**src/mfpc_pkg.sv**
```systemverilog
`timescale 1ns / 1ps
// ----------------------------------------------------------------------------
// mfpc_pkg: shared types and constants
// Request and response payloads, memory command and serializer load record
// for the frame to page-column transpose.
// ----------------------------------------------------------------------------
package mfpc_pkg;

   localparam int PAGE_ROWS   = 8;
   localparam int STRIP_ROWS  = PAGE_ROWS - 1;
   localparam int STRIP_W     = STRIP_ROWS * 8;
   localparam int POS_FIELD_W = 4;

   // register indexes on the csr port
   localparam logic CSR_WIDTH_BYTES = 1'b0;
   localparam logic CSR_HEIGHT_ROWS = 1'b1;

   typedef struct packed {
      logic [7:0] pixel_byte;
      logic       frame_start;
   } req_type;

   typedef struct packed {
      logic [7:0] column_byte;
      logic [6:0] column_index;
      logic [2:0] page_index;
      logic       last_of_run;
      logic       end_of_frame;
   } rsp_type;

   // one access to the strip store per accepted request
   typedef struct packed {
      logic                   wr_en;
      logic                   rd_en;
      logic [POS_FIELD_W-1:0] addr;
      logic [2:0]             lane;
      logic [7:0]             data;
   } mem_cmd_type;

   // what the serializer needs for one final-row request
   typedef struct packed {
      logic                   en;
      logic [7:0]             pix;
      logic [2:0]             sub;
      logic [POS_FIELD_W-1:0] pos;
      logic [2:0]             page;
      logic                   eof;
   } load_type;

endpackage

```
**src/mfpc_strip_mem.sv**
```systemverilog
`timescale 1ns / 1ps
// ----------------------------------------------------------------------------
// mfpc_strip_mem: strip store
// One entry per byte position holding rows 0..6 of the current page, byte
// lane writes and a registered read port.
// ----------------------------------------------------------------------------
module mfpc_strip_mem #(
   parameter int DEPTH = 16
) (
   input  logic                         clock,
   input  mfpc_pkg::mem_cmd_type        cmd,
   output logic [mfpc_pkg::STRIP_W-1:0] rd_data
);

   localparam int AW = (DEPTH > 1) ? $clog2(DEPTH) : 1;

   logic [mfpc_pkg::STRIP_W-1:0] mem [DEPTH];
   logic [mfpc_pkg::STRIP_W-1:0] rd_data_ff;

   always_ff @(posedge clock) begin
      if (cmd.wr_en) begin
         for (int l = 0; l < mfpc_pkg::STRIP_ROWS; l++) begin
            if (cmd.lane == 3'(l)) begin
               mem[cmd.addr[AW-1:0]][l*8 +: 8] <= cmd.data;
            end
         end
      end
   end

   always_ff @(posedge clock) begin
      if (cmd.rd_en) begin
         rd_data_ff <= mem[cmd.addr[AW-1:0]];
      end
   end

   assign rd_data = rd_data_ff;

endmodule

```
**src/mfpc_ctrl.sv**
```systemverilog
`timescale 1ns / 1ps
// ----------------------------------------------------------------------------
// mfpc_ctrl: position tracking and configuration
// Holds the geometry registers and the row/byte position, and turns each
// accepted request into a strip write or a strip read plus serializer load.
// ----------------------------------------------------------------------------
module mfpc_ctrl #(
   parameter int MAX_WIDTH  = 128,
   parameter int MAX_HEIGHT = 64
) (
   input  logic                  clock,
   input  logic                  reset,
   input  logic                  csr_we,
   input  logic                  csr_index,
   input  logic [6:0]            csr_wdata,
   input  logic                  accept,
   input  mfpc_pkg::req_type     req,
   output mfpc_pkg::mem_cmd_type cmd,
   output mfpc_pkg::load_type    load
);

   localparam int MAXW_B = MAX_WIDTH / 8;
   localparam int POS_W  = (MAXW_B > 1) ? $clog2(MAXW_B) : 1;
   localparam int ROW_W  = $clog2(MAX_HEIGHT);

   logic [4:0]       width_ff, width_in;
   logic [6:0]       height_ff, height_in;
   logic [POS_W-1:0] pos_ff, pos_in;
   logic [ROW_W-1:0] row_ff, row_in;

   logic [4:0]       eff_w;
   logic [6:0]       eff_h;
   logic             restart;
   logic [POS_W-1:0] pos;
   logic [ROW_W-1:0] row;
   logic [2:0]       sub;
   logic             last_frame_row;
   logic             final_row;
   logic [4:0]       pos_inc;
   logic [6:0]       row_inc;

   // clamp the geometry registers into range
   always_comb begin
      eff_w = width_ff;
      if (width_ff == 5'd0) eff_w = 5'd1;
      else if (width_ff > 5'(MAXW_B)) eff_w = 5'(MAXW_B);
      eff_h = height_ff;
      if (height_ff == 7'd0) eff_h = 7'd1;
      else if (height_ff > 7'(MAX_HEIGHT)) eff_h = 7'(MAX_HEIGHT);
   end

   always_comb begin
      restart = req.frame_start || (7'(row_ff) >= eff_h) || (5'(pos_ff) >= eff_w);
      pos     = restart ? '0 : pos_ff;
      row     = restart ? '0 : row_ff;
      sub     = row[2:0];
      row_inc = 7'(row) + 7'd1;
      pos_inc = 5'(pos) + 5'd1;
      last_frame_row = (row_inc == eff_h);
      final_row      = (sub == 3'(mfpc_pkg::PAGE_ROWS - 1)) || last_frame_row;
   end

   always_comb begin
      pos_in = pos_ff;
      row_in = row_ff;
      if (accept) begin
         if (pos_inc >= eff_w) begin
            pos_in = '0;
            row_in = (row_inc >= eff_h) ? '0 : ROW_W'(row_inc);
         end else begin
            pos_in = POS_W'(pos_inc);
            row_in = row;
         end
      end
   end

   always_comb begin
      width_in  = width_ff;
      height_in = height_ff;
      if (csr_we) begin
         unique case (csr_index)
            mfpc_pkg::CSR_WIDTH_BYTES: width_in  = csr_wdata[4:0];
            mfpc_pkg::CSR_HEIGHT_ROWS: height_in = csr_wdata;
            default: ;
         endcase
      end
   end

   always_ff @(posedge clock) begin
      if (reset) begin
         width_ff  <= 5'd16;
         height_ff <= 7'd64;
         pos_ff    <= '0;
         row_ff    <= '0;
      end else begin
         width_ff  <= width_in;
         height_ff <= height_in;
         pos_ff    <= pos_in;
         row_ff    <= row_in;
      end
   end

   // non-final rows go into the strip, the final row reads it back
   always_comb begin
      cmd.wr_en = accept && !final_row;
      cmd.rd_en = accept && final_row;
      cmd.addr  = mfpc_pkg::POS_FIELD_W'(pos);
      cmd.lane  = sub;
      cmd.data  = req.pixel_byte;

      load.en   = accept && final_row;
      load.pix  = req.pixel_byte;
      load.sub  = sub;
      load.pos  = mfpc_pkg::POS_FIELD_W'(pos);
      load.page = 3'(row >> 3);
      load.eof  = last_frame_row && (pos_inc == eff_w);
   end

endmodule

```
**src/mfpc_serializer.sv**
```systemverilog
`timescale 1ns / 1ps
// ----------------------------------------------------------------------------
// mfpc_serializer: column byte sequencer
// Emits the eight column bytes of one final-row request, one per beat, from
// the strip word read back and the final row's pixel byte.
// ----------------------------------------------------------------------------
module mfpc_serializer (
   input  logic                         clock,
   input  logic                         reset,
   input  mfpc_pkg::load_type           load,
   input  logic [mfpc_pkg::STRIP_W-1:0] strip,
   input  logic                         rsp_stall,
   output logic                         rsp_valid,
   output mfpc_pkg::rsp_type            rsp_data,
   output logic                         free
);

   logic       busy_ff, busy_in;
   logic [2:0] beat_ff, beat_in;
   logic [7:0] pix_ff;
   logic [2:0] sub_ff;
   logic [mfpc_pkg::POS_FIELD_W-1:0] pos_ff;
   logic [2:0] page_ff;
   logic       eof_ff;
   logic       last_beat;
   logic [7:0] col;

   assign last_beat = (beat_ff == 3'd7);
   assign free      = !busy_ff || (last_beat && !rsp_stall);

   always_comb begin
      busy_in = busy_ff;
      beat_in = beat_ff;
      if (load.en) begin
         busy_in = 1'b1;
         beat_in = 3'd0;
      end else if (busy_ff && !rsp_stall) begin
         busy_in = !last_beat;
         beat_in = beat_ff + 3'd1;
      end
   end

   always_ff @(posedge clock) begin
      if (reset) begin
         busy_ff <= 1'b0;
         beat_ff <= 3'd0;
      end else begin
         busy_ff <= busy_in;
         beat_ff <= beat_in;
      end
   end

   always_ff @(posedge clock) begin
      if (load.en) begin
         pix_ff  <= load.pix;
         sub_ff  <= load.sub;
         pos_ff  <= load.pos;
         page_ff <= load.page;
         eof_ff  <= load.eof;
      end
   end

   // rows below the final one from the strip, final row on top, rest zero
   always_comb begin
      col = '0;
      for (int k = 0; k < mfpc_pkg::STRIP_ROWS; k++) begin
         if (3'(k) < sub_ff) col[k] = strip[6'(k*8) + 6'(beat_ff)];
      end
      for (int k = 0; k < mfpc_pkg::PAGE_ROWS; k++) begin
         if (3'(k) == sub_ff) col[k] = pix_ff[beat_ff];
      end
   end

   assign rsp_valid             = busy_ff;
   assign rsp_data.column_byte  = col;
   assign rsp_data.column_index = {pos_ff, beat_ff};
   assign rsp_data.page_index   = page_ff;
   assign rsp_data.last_of_run  = last_beat;
   assign rsp_data.end_of_frame = eof_ff && last_beat;

endmodule

```
**src/mono_frame_to_page_columns.sv**
```systemverilog
`timescale 1ns / 1ps
// ----------------------------------------------------------------------------
// mono_frame_to_page_columns: row-major frame to page-column transpose
// Turns a 1 bpp frame in row-major bytes into column bytes for an 8-row page
// display, buffering each page's upper rows in a strip store.
// ----------------------------------------------------------------------------
// usage
//  - req channel carries one frame byte per request (valid/stall); frame_start
//    puts the position back at row 0, byte 0
//  - bytes of rows that are not the last of a page (or of the frame) are
//    written into the strip store and give no response
//  - a byte of a page's last row reads its strip entry; eight column bytes
//    follow on the rsp channel, the first in the cycle after the request
//  - strip-row requests are taken one per cycle while the serializer is
//    free; a final-row request occupies the serializer until its eight
//    column beats have left
//  - the next request is taken in the cycle the eighth beat leaves
//  - rsp_stall freezes the current beat; req_stall rises while beats are
//    pending, so nothing is dropped
//  - csr port: index 0 width_bytes, index 1 height_rows, written while idle
//  - reset clears position and geometry (16 bytes x 64 rows); the strip
//    store is not cleared, every entry is written before a page reads it
// ----------------------------------------------------------------------------
module mono_frame_to_page_columns #(
   parameter int MAX_WIDTH  = 128,
   parameter int MAX_HEIGHT = 64
) (
   input  logic              clock,
   input  logic              reset,
   input  logic              req_valid,
   output logic              req_stall,
   input  mfpc_pkg::req_type req_data,
   output logic              rsp_valid,
   input  logic              rsp_stall,
   output mfpc_pkg::rsp_type rsp_data,
   input  logic              csr_we,
   input  logic              csr_index,
   input  logic [6:0]        csr_wdata
);

   localparam int DEPTH = MAX_WIDTH / 8;

   logic                         accept;
   logic                         ser_free;
   mfpc_pkg::mem_cmd_type        mem_cmd;
   mfpc_pkg::load_type           load;
   logic [mfpc_pkg::STRIP_W-1:0] strip_rd;

   // stall while column beats are still owed, except on the last one leaving
   assign req_stall = !ser_free;
   assign accept    = req_valid && !req_stall;

   mfpc_ctrl #(
      .MAX_WIDTH  (MAX_WIDTH),
      .MAX_HEIGHT (MAX_HEIGHT)
   ) u_ctrl (
      .clock     (clock),
      .reset     (reset),
      .csr_we    (csr_we),
      .csr_index (csr_index),
      .csr_wdata (csr_wdata),
      .accept    (accept),
      .req       (req_data),
      .cmd       (mem_cmd),
      .load      (load)
   );

   // one access per cycle: a strip write always lands in an earlier cycle than
   // the read of the same entry, so no forwarding is needed
   mfpc_strip_mem #(
      .DEPTH (DEPTH)
   ) u_mem (
      .clock   (clock),
      .cmd     (mem_cmd),
      .rd_data (strip_rd)
   );

   // read data lands with the load and holds until the next final-row read,
   // which can only come once the serializer is free
   mfpc_serializer u_ser (
      .clock     (clock),
      .reset     (reset),
      .load      (load),
      .strip     (strip_rd),
      .rsp_stall (rsp_stall),
      .rsp_valid (rsp_valid),
      .rsp_data  (rsp_data),
      .free      (ser_free)
   );

   a_no_rw_collision: assert property (@(posedge clock) disable iff (reset)
      !(mem_cmd.wr_en && mem_cmd.rd_en))
      else $error("strip store read and write in one cycle");

   a_idle_takes_req: assert property (@(posedge clock) disable iff (reset)
      !rsp_valid |-> !req_stall)
      else $error("request stalled with no response pending");

   a_run_continues: assert property (@(posedge clock) disable iff (reset)
      rsp_valid && !rsp_stall && !rsp_data.last_of_run |=> rsp_valid)
      else $error("column run ended early");

   a_eof_on_last: assert property (@(posedge clock) disable iff (reset)
      rsp_valid && rsp_data.end_of_frame |-> rsp_data.last_of_run)
      else $error("end of frame not on last beat");

endmodule
```
**config.mk**
```make
export PLATFORM = sky130hd
export DESIGN_NAME = mono_frame_to_page_columns
export DESIGN_NICKNAME = d
export VERILOG_FILES = /design/src/mfpc_pkg.sv /design/src/mfpc_strip_mem.sv /design/src/mfpc_ctrl.sv /design/src/mfpc_serializer.sv /design/src/mono_frame_to_page_columns.sv
export SDC_FILE = /design/constraint.sdc
export NUM_CORES = 1
export LEC_CHECK = 0
export BUFFER_PORTS_ARGS = -buffer_cell sky130_fd_sc_hd__buf_2
export CORE_MARGIN = 2
export CORE_UTILIZATION = 30
export DETAILED_ROUTE_END_ITERATION = 12
export SLEW_MARGIN = 0
export SYNTH_ARGS = -nofsm -noshare
export SYNTH_HDL_FRONTEND = slang
export SYNTH_SLANG_ARGS = --single-unit
```
**constraint.sdc**
```tcl
create_clock -name clock -period 14.1 [get_ports clock]
set_clock_uncertainty 0.05 [all_clocks]
set_input_delay 2.82 -clock clock [delete_from_list [all_inputs] [get_ports clock]]
set_output_delay 2.82 -clock clock [all_outputs]
set_load 0.03 [all_outputs]
```
# After elaboration in Yosys (flattened, before gate mapping)
# Memory sizes are Yosys's and may differ from the RTL's. A register that Yosys moved wholly into a read port is not among the register bits.
# Index checks and enable logic that the tools add are counted.
dict set report classes {
  addsub 9
  n_lt_le_gt_ge 21
  bitwise_logic 1
  reduce_logical 24
  n_mux 63
  eq_ne 17
}
# operator n
set ops {}
lappend ops {{1-bit 2-to-1 mux} 46}
lappend ops {{6-bit by 7-bit less-than comparator with 1-bit output (second input constant)} 6}
lappend ops {{1-bit binary-select mux with 6-bit select} 6}
lappend ops {{6-bit 2-to-1 mux} 3}
lappend ops {{3-bit == test (second input constant)} 5}
lappend ops {{7-bit 2-to-1 mux} 2}
lappend ops {{5-bit by 3-bit adder with 6-bit output (first input constant)} 2}
lappend ops {{6-bit by 3-bit adder with 6-bit output (first input constant)} 2}
lappend ops {{3-bit == test (first input constant)} 4}
lappend ops {{5-bit 2-to-1 mux} 2}
lappend ops {{3-bit less-than comparator (first input constant)} 3}
lappend ops {{4-bit 2-to-1 mux} 2}
lappend ops {{6-bit by 1-bit adder with 7-bit output (second input constant)} 1}
lappend ops {{7-bit == test} 1}
lappend ops {{6-bit by 7-bit >= comparator with 1-bit output} 1}
lappend ops {{7-bit >= comparator} 1}
lappend ops {{7-bit greater-than comparator (second input constant)} 1}
lappend ops {{1-bit logical AND} 7}
lappend ops {{7-bit logical NOT} 1}
lappend ops {{3-bit by 7-bit less-than comparator with 1-bit output (second input constant)} 1}
lappend ops {{5-bit by 4-bit adder with 6-bit output (first input constant)} 1}
lappend ops {{1-bit binary-select mux with 3-bit select} 2}
lappend ops {{2-bit by 3-bit == test with 1-bit output (first input constant)} 2}
lappend ops {{3-bit by 2-bit == test with 1-bit output (second input constant)} 2}
lappend ops {{other kinds (20)} 31}
dict set report word_totals {
  ff_bits 45
  ram_bits 896
  output_inout_bits 22
  word_cells 147
  in_bits 22
  memories 1
}
# memory words word_bits read_ports rd_ports_with_merged_regs write_ports line
set memory_table {}
lappend memory_table {u_mem.mem 16 56 1 1 1 mfpc_strip_mem.sv:17} ;# logic [mfpc_pkg::STRIP_W-1:0] mem [DEPTH];

# Logic depth before layout (Yosys ltp)
dict set report depth {
  word_depth 14
  depth_mapped 24
  mapped_depth_nobuf 20
}

# Cells and area by module
# A second synthesis with hierarchy kept.
dict set report unflattened {
  hier_cells 1909
  hier_area_um2 38982.4
}
# module n_inst seq_area_each_um2 area_per_inst_um2 cells_per_inst
set modules_own_cells {}
lappend modules_own_cells {mfpc_strip_mem 1 28587.4 35701.7 1576}
lappend modules_own_cells {mfpc_ctrl 1 440.4 1885.6 237}
lappend modules_own_cells {mfpc_serializer 1 650.6 1385.1 94}
lappend modules_own_cells {mono_frame_to_page_columns 1 0.0 10.0 2}

# Worst setup path after synthesis
# Ideal clock, no wire load.
dict set report synth_timing {
  path_kind {input-to-reg}
  start {in req_data[0] (netlist bit)}
  end {reg u_mem.rd_data_ff (netlist bit u_mem.rd_data[0]) (read register of u_mem.mem) (enable)}
  setup_time_ns 0.516
  t_required_ns 13.534
  cell_stages 16
  arrival_time_ns 8.732
  path_buffers 3
  path_slack_ns 4.801
  cell_sequence {a2111o_1 a221oi_2 buf_2 buf_2 buf_2 nand2_1 inv_1 ha_1 nand3_1 xor2_1 nor2_1 ha_1 and4_1 and4_1 nor2_1 nor2_1}
}
# element line
set synth_rtl {}
lappend synth_rtl {{start, declared} mono_frame_to_page_columns.sv:32} ;# input mfpc_pkg::req_type req_data,
lappend synth_rtl {{end, declared} mfpc_strip_mem.sv:18} ;# logic [mfpc_pkg::STRIP_W-1:0] rd_data_ff;

==> impl_summary.md <==
Run status
The flow ran to the end, and the final reports show no timing, DRC or antenna violations.

Clock network
The TritonCTS sink count is about 1,000. The number of buffers inserted to repair setup after CTS is 0. Clock-pin slew was measured on the worst setup and hold paths at 0.06 ns. Clock tree synthesis inserted a total of between 100 and 150 buffers. The tree is rooted in a clkbuf_16.

For this design, the CTS-stage hold fixing added 0 buffers. Post-CTS repair changed the size of 0 cells. The H-tree level count is 3.

The clock tree from TritonCTS is done. The clock reaches the later pin of the worst-skew pair after 0.70 ns. The maximum count of clock buffers along a single path is 3.

Routing
Dividing the detail-routed via count by the number of cells gives between 5 and 6. The final route contains 26,740 vias. After detailed routing, the average wire length per cell comes to 26.1 um. The number of design-rule violations left by the first detailed-router iteration is 3,336.

The remaining antenna violation count after routing is 0. The final routed wirelength across all metal layers is around 130,000 um. The first detailed-routing pass took 6 iterations. The count of unresolved DRC violations after routing is 0.

Placement
Buffers placed on the I/O ports in this run total 43. At the end of routability-driven placement, the weighted congestion stood at about 0.84. The number of cells in the design after placement is about 4,700.

Detailed placement ended at an HPWL of ~74,000 um. At the placement stage, the worst setup path has a slack of 5.15 ns.

Synth
The cell area after technology mapping is approximately 42,000 um^2. Measured against the total synthesized area, the mux share comes to between 4 and 5%. Summing the sequential cell areas from Yosys gives a little under three quarters of the chip area. The fraction of the mapped netlist area in compound gates is about 8.8%.

In the synthesized netlist the dominant register cell turns out to be edfxtp_1. By instance count, the leading cell after synthesis is edfxtp_1. The biggest area contributor in the post-synthesis netlist is edfxtp_1. After synthesis, the largest family of logic cells by area is simple AND/OR/NAND/NOR gates.

The share of flip-flops with an asynchronous set or reset after synthesis is 0%. The synthesized area per cell is 14.3 um^2. The count of different cell masters after synthesis is slightly above 60.

After synthesis the netlist holds a flip-flop and latch count of between 900 and 1,000. Ranked by total cell area, the synthesized netlist is headed by edfxtp_1 (70%), mux2i_1 (3.1%), o211ai_1 (2.0%), nor2_1 (1.9%), clkbuf_1 (1.9%). The number of warnings printed during yosys synthesis is 0. In the synthesized netlist, the cells that appear most often are edfxtp_1 (971), nor2_1 (214), clkbuf_1 (211), nand2_1 (157), mux2i_1 (128). The total nets after synthesis is between 2,000 and 3,000.

Of the post-synthesis cell area, the dominant cell type holds a little over two thirds. The synthesized netlist devotes about an eighth of its cell area to simple gates. The xor and xnor area share after synthesis is less than 1%. The number of enable-type register cells in the synthesized netlist is between 900 and 1,000. Synthesis produced a netlist whose cell count is between 2,000 and 3,000. The synthesized netlist devotes 1.02% of its cell area to adder and majority cells.

GRT
The initial antenna violation count came to 3. The remaining global-route overflow is 0. The number of global-route vias before repair is ~26,000. The wire length of the first global-routing pass is between 150,000 and 200,000 um.

The overall fraction of global-route tracks in use is 17.3%. Entering global routing, the biggest net connects 192 pins.

Floorplanning
The die covers about 140,000 um^2. In this run the vertical extent of the chip is around 380 um. During I/O placement, the number of pins put on the boundary was 44.

After floorplanning, the core was sized to cover 139,000 um^2. For this configuration, the core starts out at a cell density of 30.1%. The floorplan has approximately 140 rows.

The die is 378 um wide.

Setup path
The worst stage delay on the critical path is approximately 1.0 ns. The worst endpoint required time is 14.36 ns. The critical path goes through buf_2 > a2111o_1 > a221oi_4 > buf_12 > nand2_1 > inv_1 > ha_1 > nand3_1 > xor2_1 > nor2_1 > ha_1 > and4_1 > and4_1 > nor3_2 > nand3_1 > nor2_1. The path type of the worst setup path is in -> reg. The worst setup path is launched from an input pin. For the worst setup path, the data arrival time is between 8 and 9 ns. The critical path launch point is req_data[0].

For flop-to-flop paths, the worst setup slack is around 6.6 ns. STA classifies the critical path endpoint as a register. The slowest stage of the critical path belongs to the cell nand3_1. In this run the critical register-to-register path is launched from u_ctrl.pos_ff[0]. Along the worst path, the maximum fanout reaches around 190.

Timing
The post-layout minimum cycle time is 8.35 ns. The pin slew with the least headroom to its limit is 1.16 ns. Setup repair after global routing left no endpoint under its margin. The number of failing setup endpoints in the final timing report is 0.

Headroom to the max-slew limit came out at 22.6%. The maximum clock frequency is 0.120 GHz. The setup TNS is 0 ns. The number of pins with negative max-slew slack in the final report was 0. In the post-route analysis, the smallest setup slack over all paths is 5.75 ns. The final hold violation count came to 0. Of the available clock period, the critical path in the final layout requires between 50% and 60%.

Min path
The startpoint identified for the worst hold timing path is u_ctrl.height_ff[4]. The path type of the worst min-delay path is reg -> reg.

Pwr
In this run the static leakage power is around 14 nW. The worst-case vdd ir drop is 88.7 uV. The power density of the placed cells is ~130 nW/um^2.

Layout
The number of filler cells placed in the layout is ~13,000. The fraction of layout instances using a drive strength above 1 is roughly a tenth. The area growth from synthesis to layout is 13.4%. The number of non-filler instances in the completed layout is between 4,000 and 5,000. For this run, the post-layout net count is 2,940.

Run
The total of max-cap violations is 0.
-- worst paths after layout --
path         cells after the start                   to
max                             16    u_mem.mem[14][13]
min                              2  u_ctrl.height_ff[4]
max reg2reg                     18    u_mem.mem[14][13]
min reg2reg                      2  u_ctrl.height_ff[4]
-- state kept, by name, summed over array words and instances (netlist names), 4 cells and up --
name	flops
u_mem.mem	896
u_ctrl.pos_ff	4
u_ctrl.height_ff	7
u_mem.rd_data	56
u_ser.pix_ff	8
u_ser.pos_ff	4
u_ctrl.width_ff	5
u_ctrl.row_ff	6
-- worst max-delay path, delay by kind of cell --
| kind | cells | cell delay, ns |
|---|---|---|
| buffers and inverters | 3 | 0.93 |
| adder cells (fa/ha/maj) | 2 | 0.51 |
| XOR/XNOR | 1 | 0.16 |
| AO/OA/AOI/OAI | 2 | 0.61 |
| AND/OR/NAND/NOR | 8 | 3.54 |
-- placed cells by master, fill, tap and decap left out, types with 21 or more instances in the layout --
master     instances
o41a_1            40
buf_2             35
nor4_1            96
nand3b_1          40
or4b_1            54
o21ai_0           47
o211ai_1         112
clkbuf_16        103
and3_1            60
nand4_1           55
nor2_1           209
buf_4             58
ha_1              34
o2111ai_1         55
nand2_1          154
or3_1             68
o22ai_1           41
edfxtp_1         971
dfxtp_1           21
a21boi_0          54
nand3_1           79
a21oi_1           70
nor3_1           117
mux2i_1          128
-- cells by family (layout without fill, tap and decap cells) --
family	Yosys count	after routing
xor gates and xnor gates	6	6
adders and majority gates	34	34
and+or+nand+nor	984	984
buffers and inverters	266	297
muxes	150	150
DFF	997	997
other	0	3
AOI/OAI and AO/OA	498	498
-- routing by layer --
layer	part of all wire, %	vias to the layer above	wire length (um)	GRT usage [%]
met4	3.2	0	4040	6.16
li1	-	11567	-	-
met2	47	1457	58900	28.0
met3	9.2	218	11600	2.71
met1	41	13498	51800	23.6
met5	0	-	0	0
-- layout make-up --
class	instances	area [um^2]	area share (%)
well taps	1876	2350	4.94
clock buffers	118	2630	5.55
clock inverters	67	815	1.72
multi-input cells	1672	11300	23.8
repair buffers	94	631	1.33
flip-flops and latches	997	29700	62.5
diodes	3	7.51	0.0158
inverters	18	67.6	0.142
-- metrics by stage --
| step | instance area (um^2) | hold slack, ns | power (mW) | utilization, % |
|---|---|---|---|---|
| after floorplan | 41900 | 0.386 | 3.50 | - |
| after global placement | 44000 | 0.420 | 3.64 | 31.7 |
| after detailed placement | 44000 | 0.426 | 3.64 | 31.7 |
| after CTS | 47500 | 0.437 | 6.40 | 34.1 |
| after global routing | 47500 | 0.456 | 6.54 | 34.1 |
| final | 47500 | 0.438 | 6.38 | 34.1 |
-- where the power goes --
group	switching, mW	internal, mW	total (mW)
clock	1.16	1.64	2.79
combinational	0.254	0.0666	0.321
sequential	0.00905	3.26	3.26
total	1.42	4.96	6.38
Note: power is estimated with default switching activity, not from simulation.
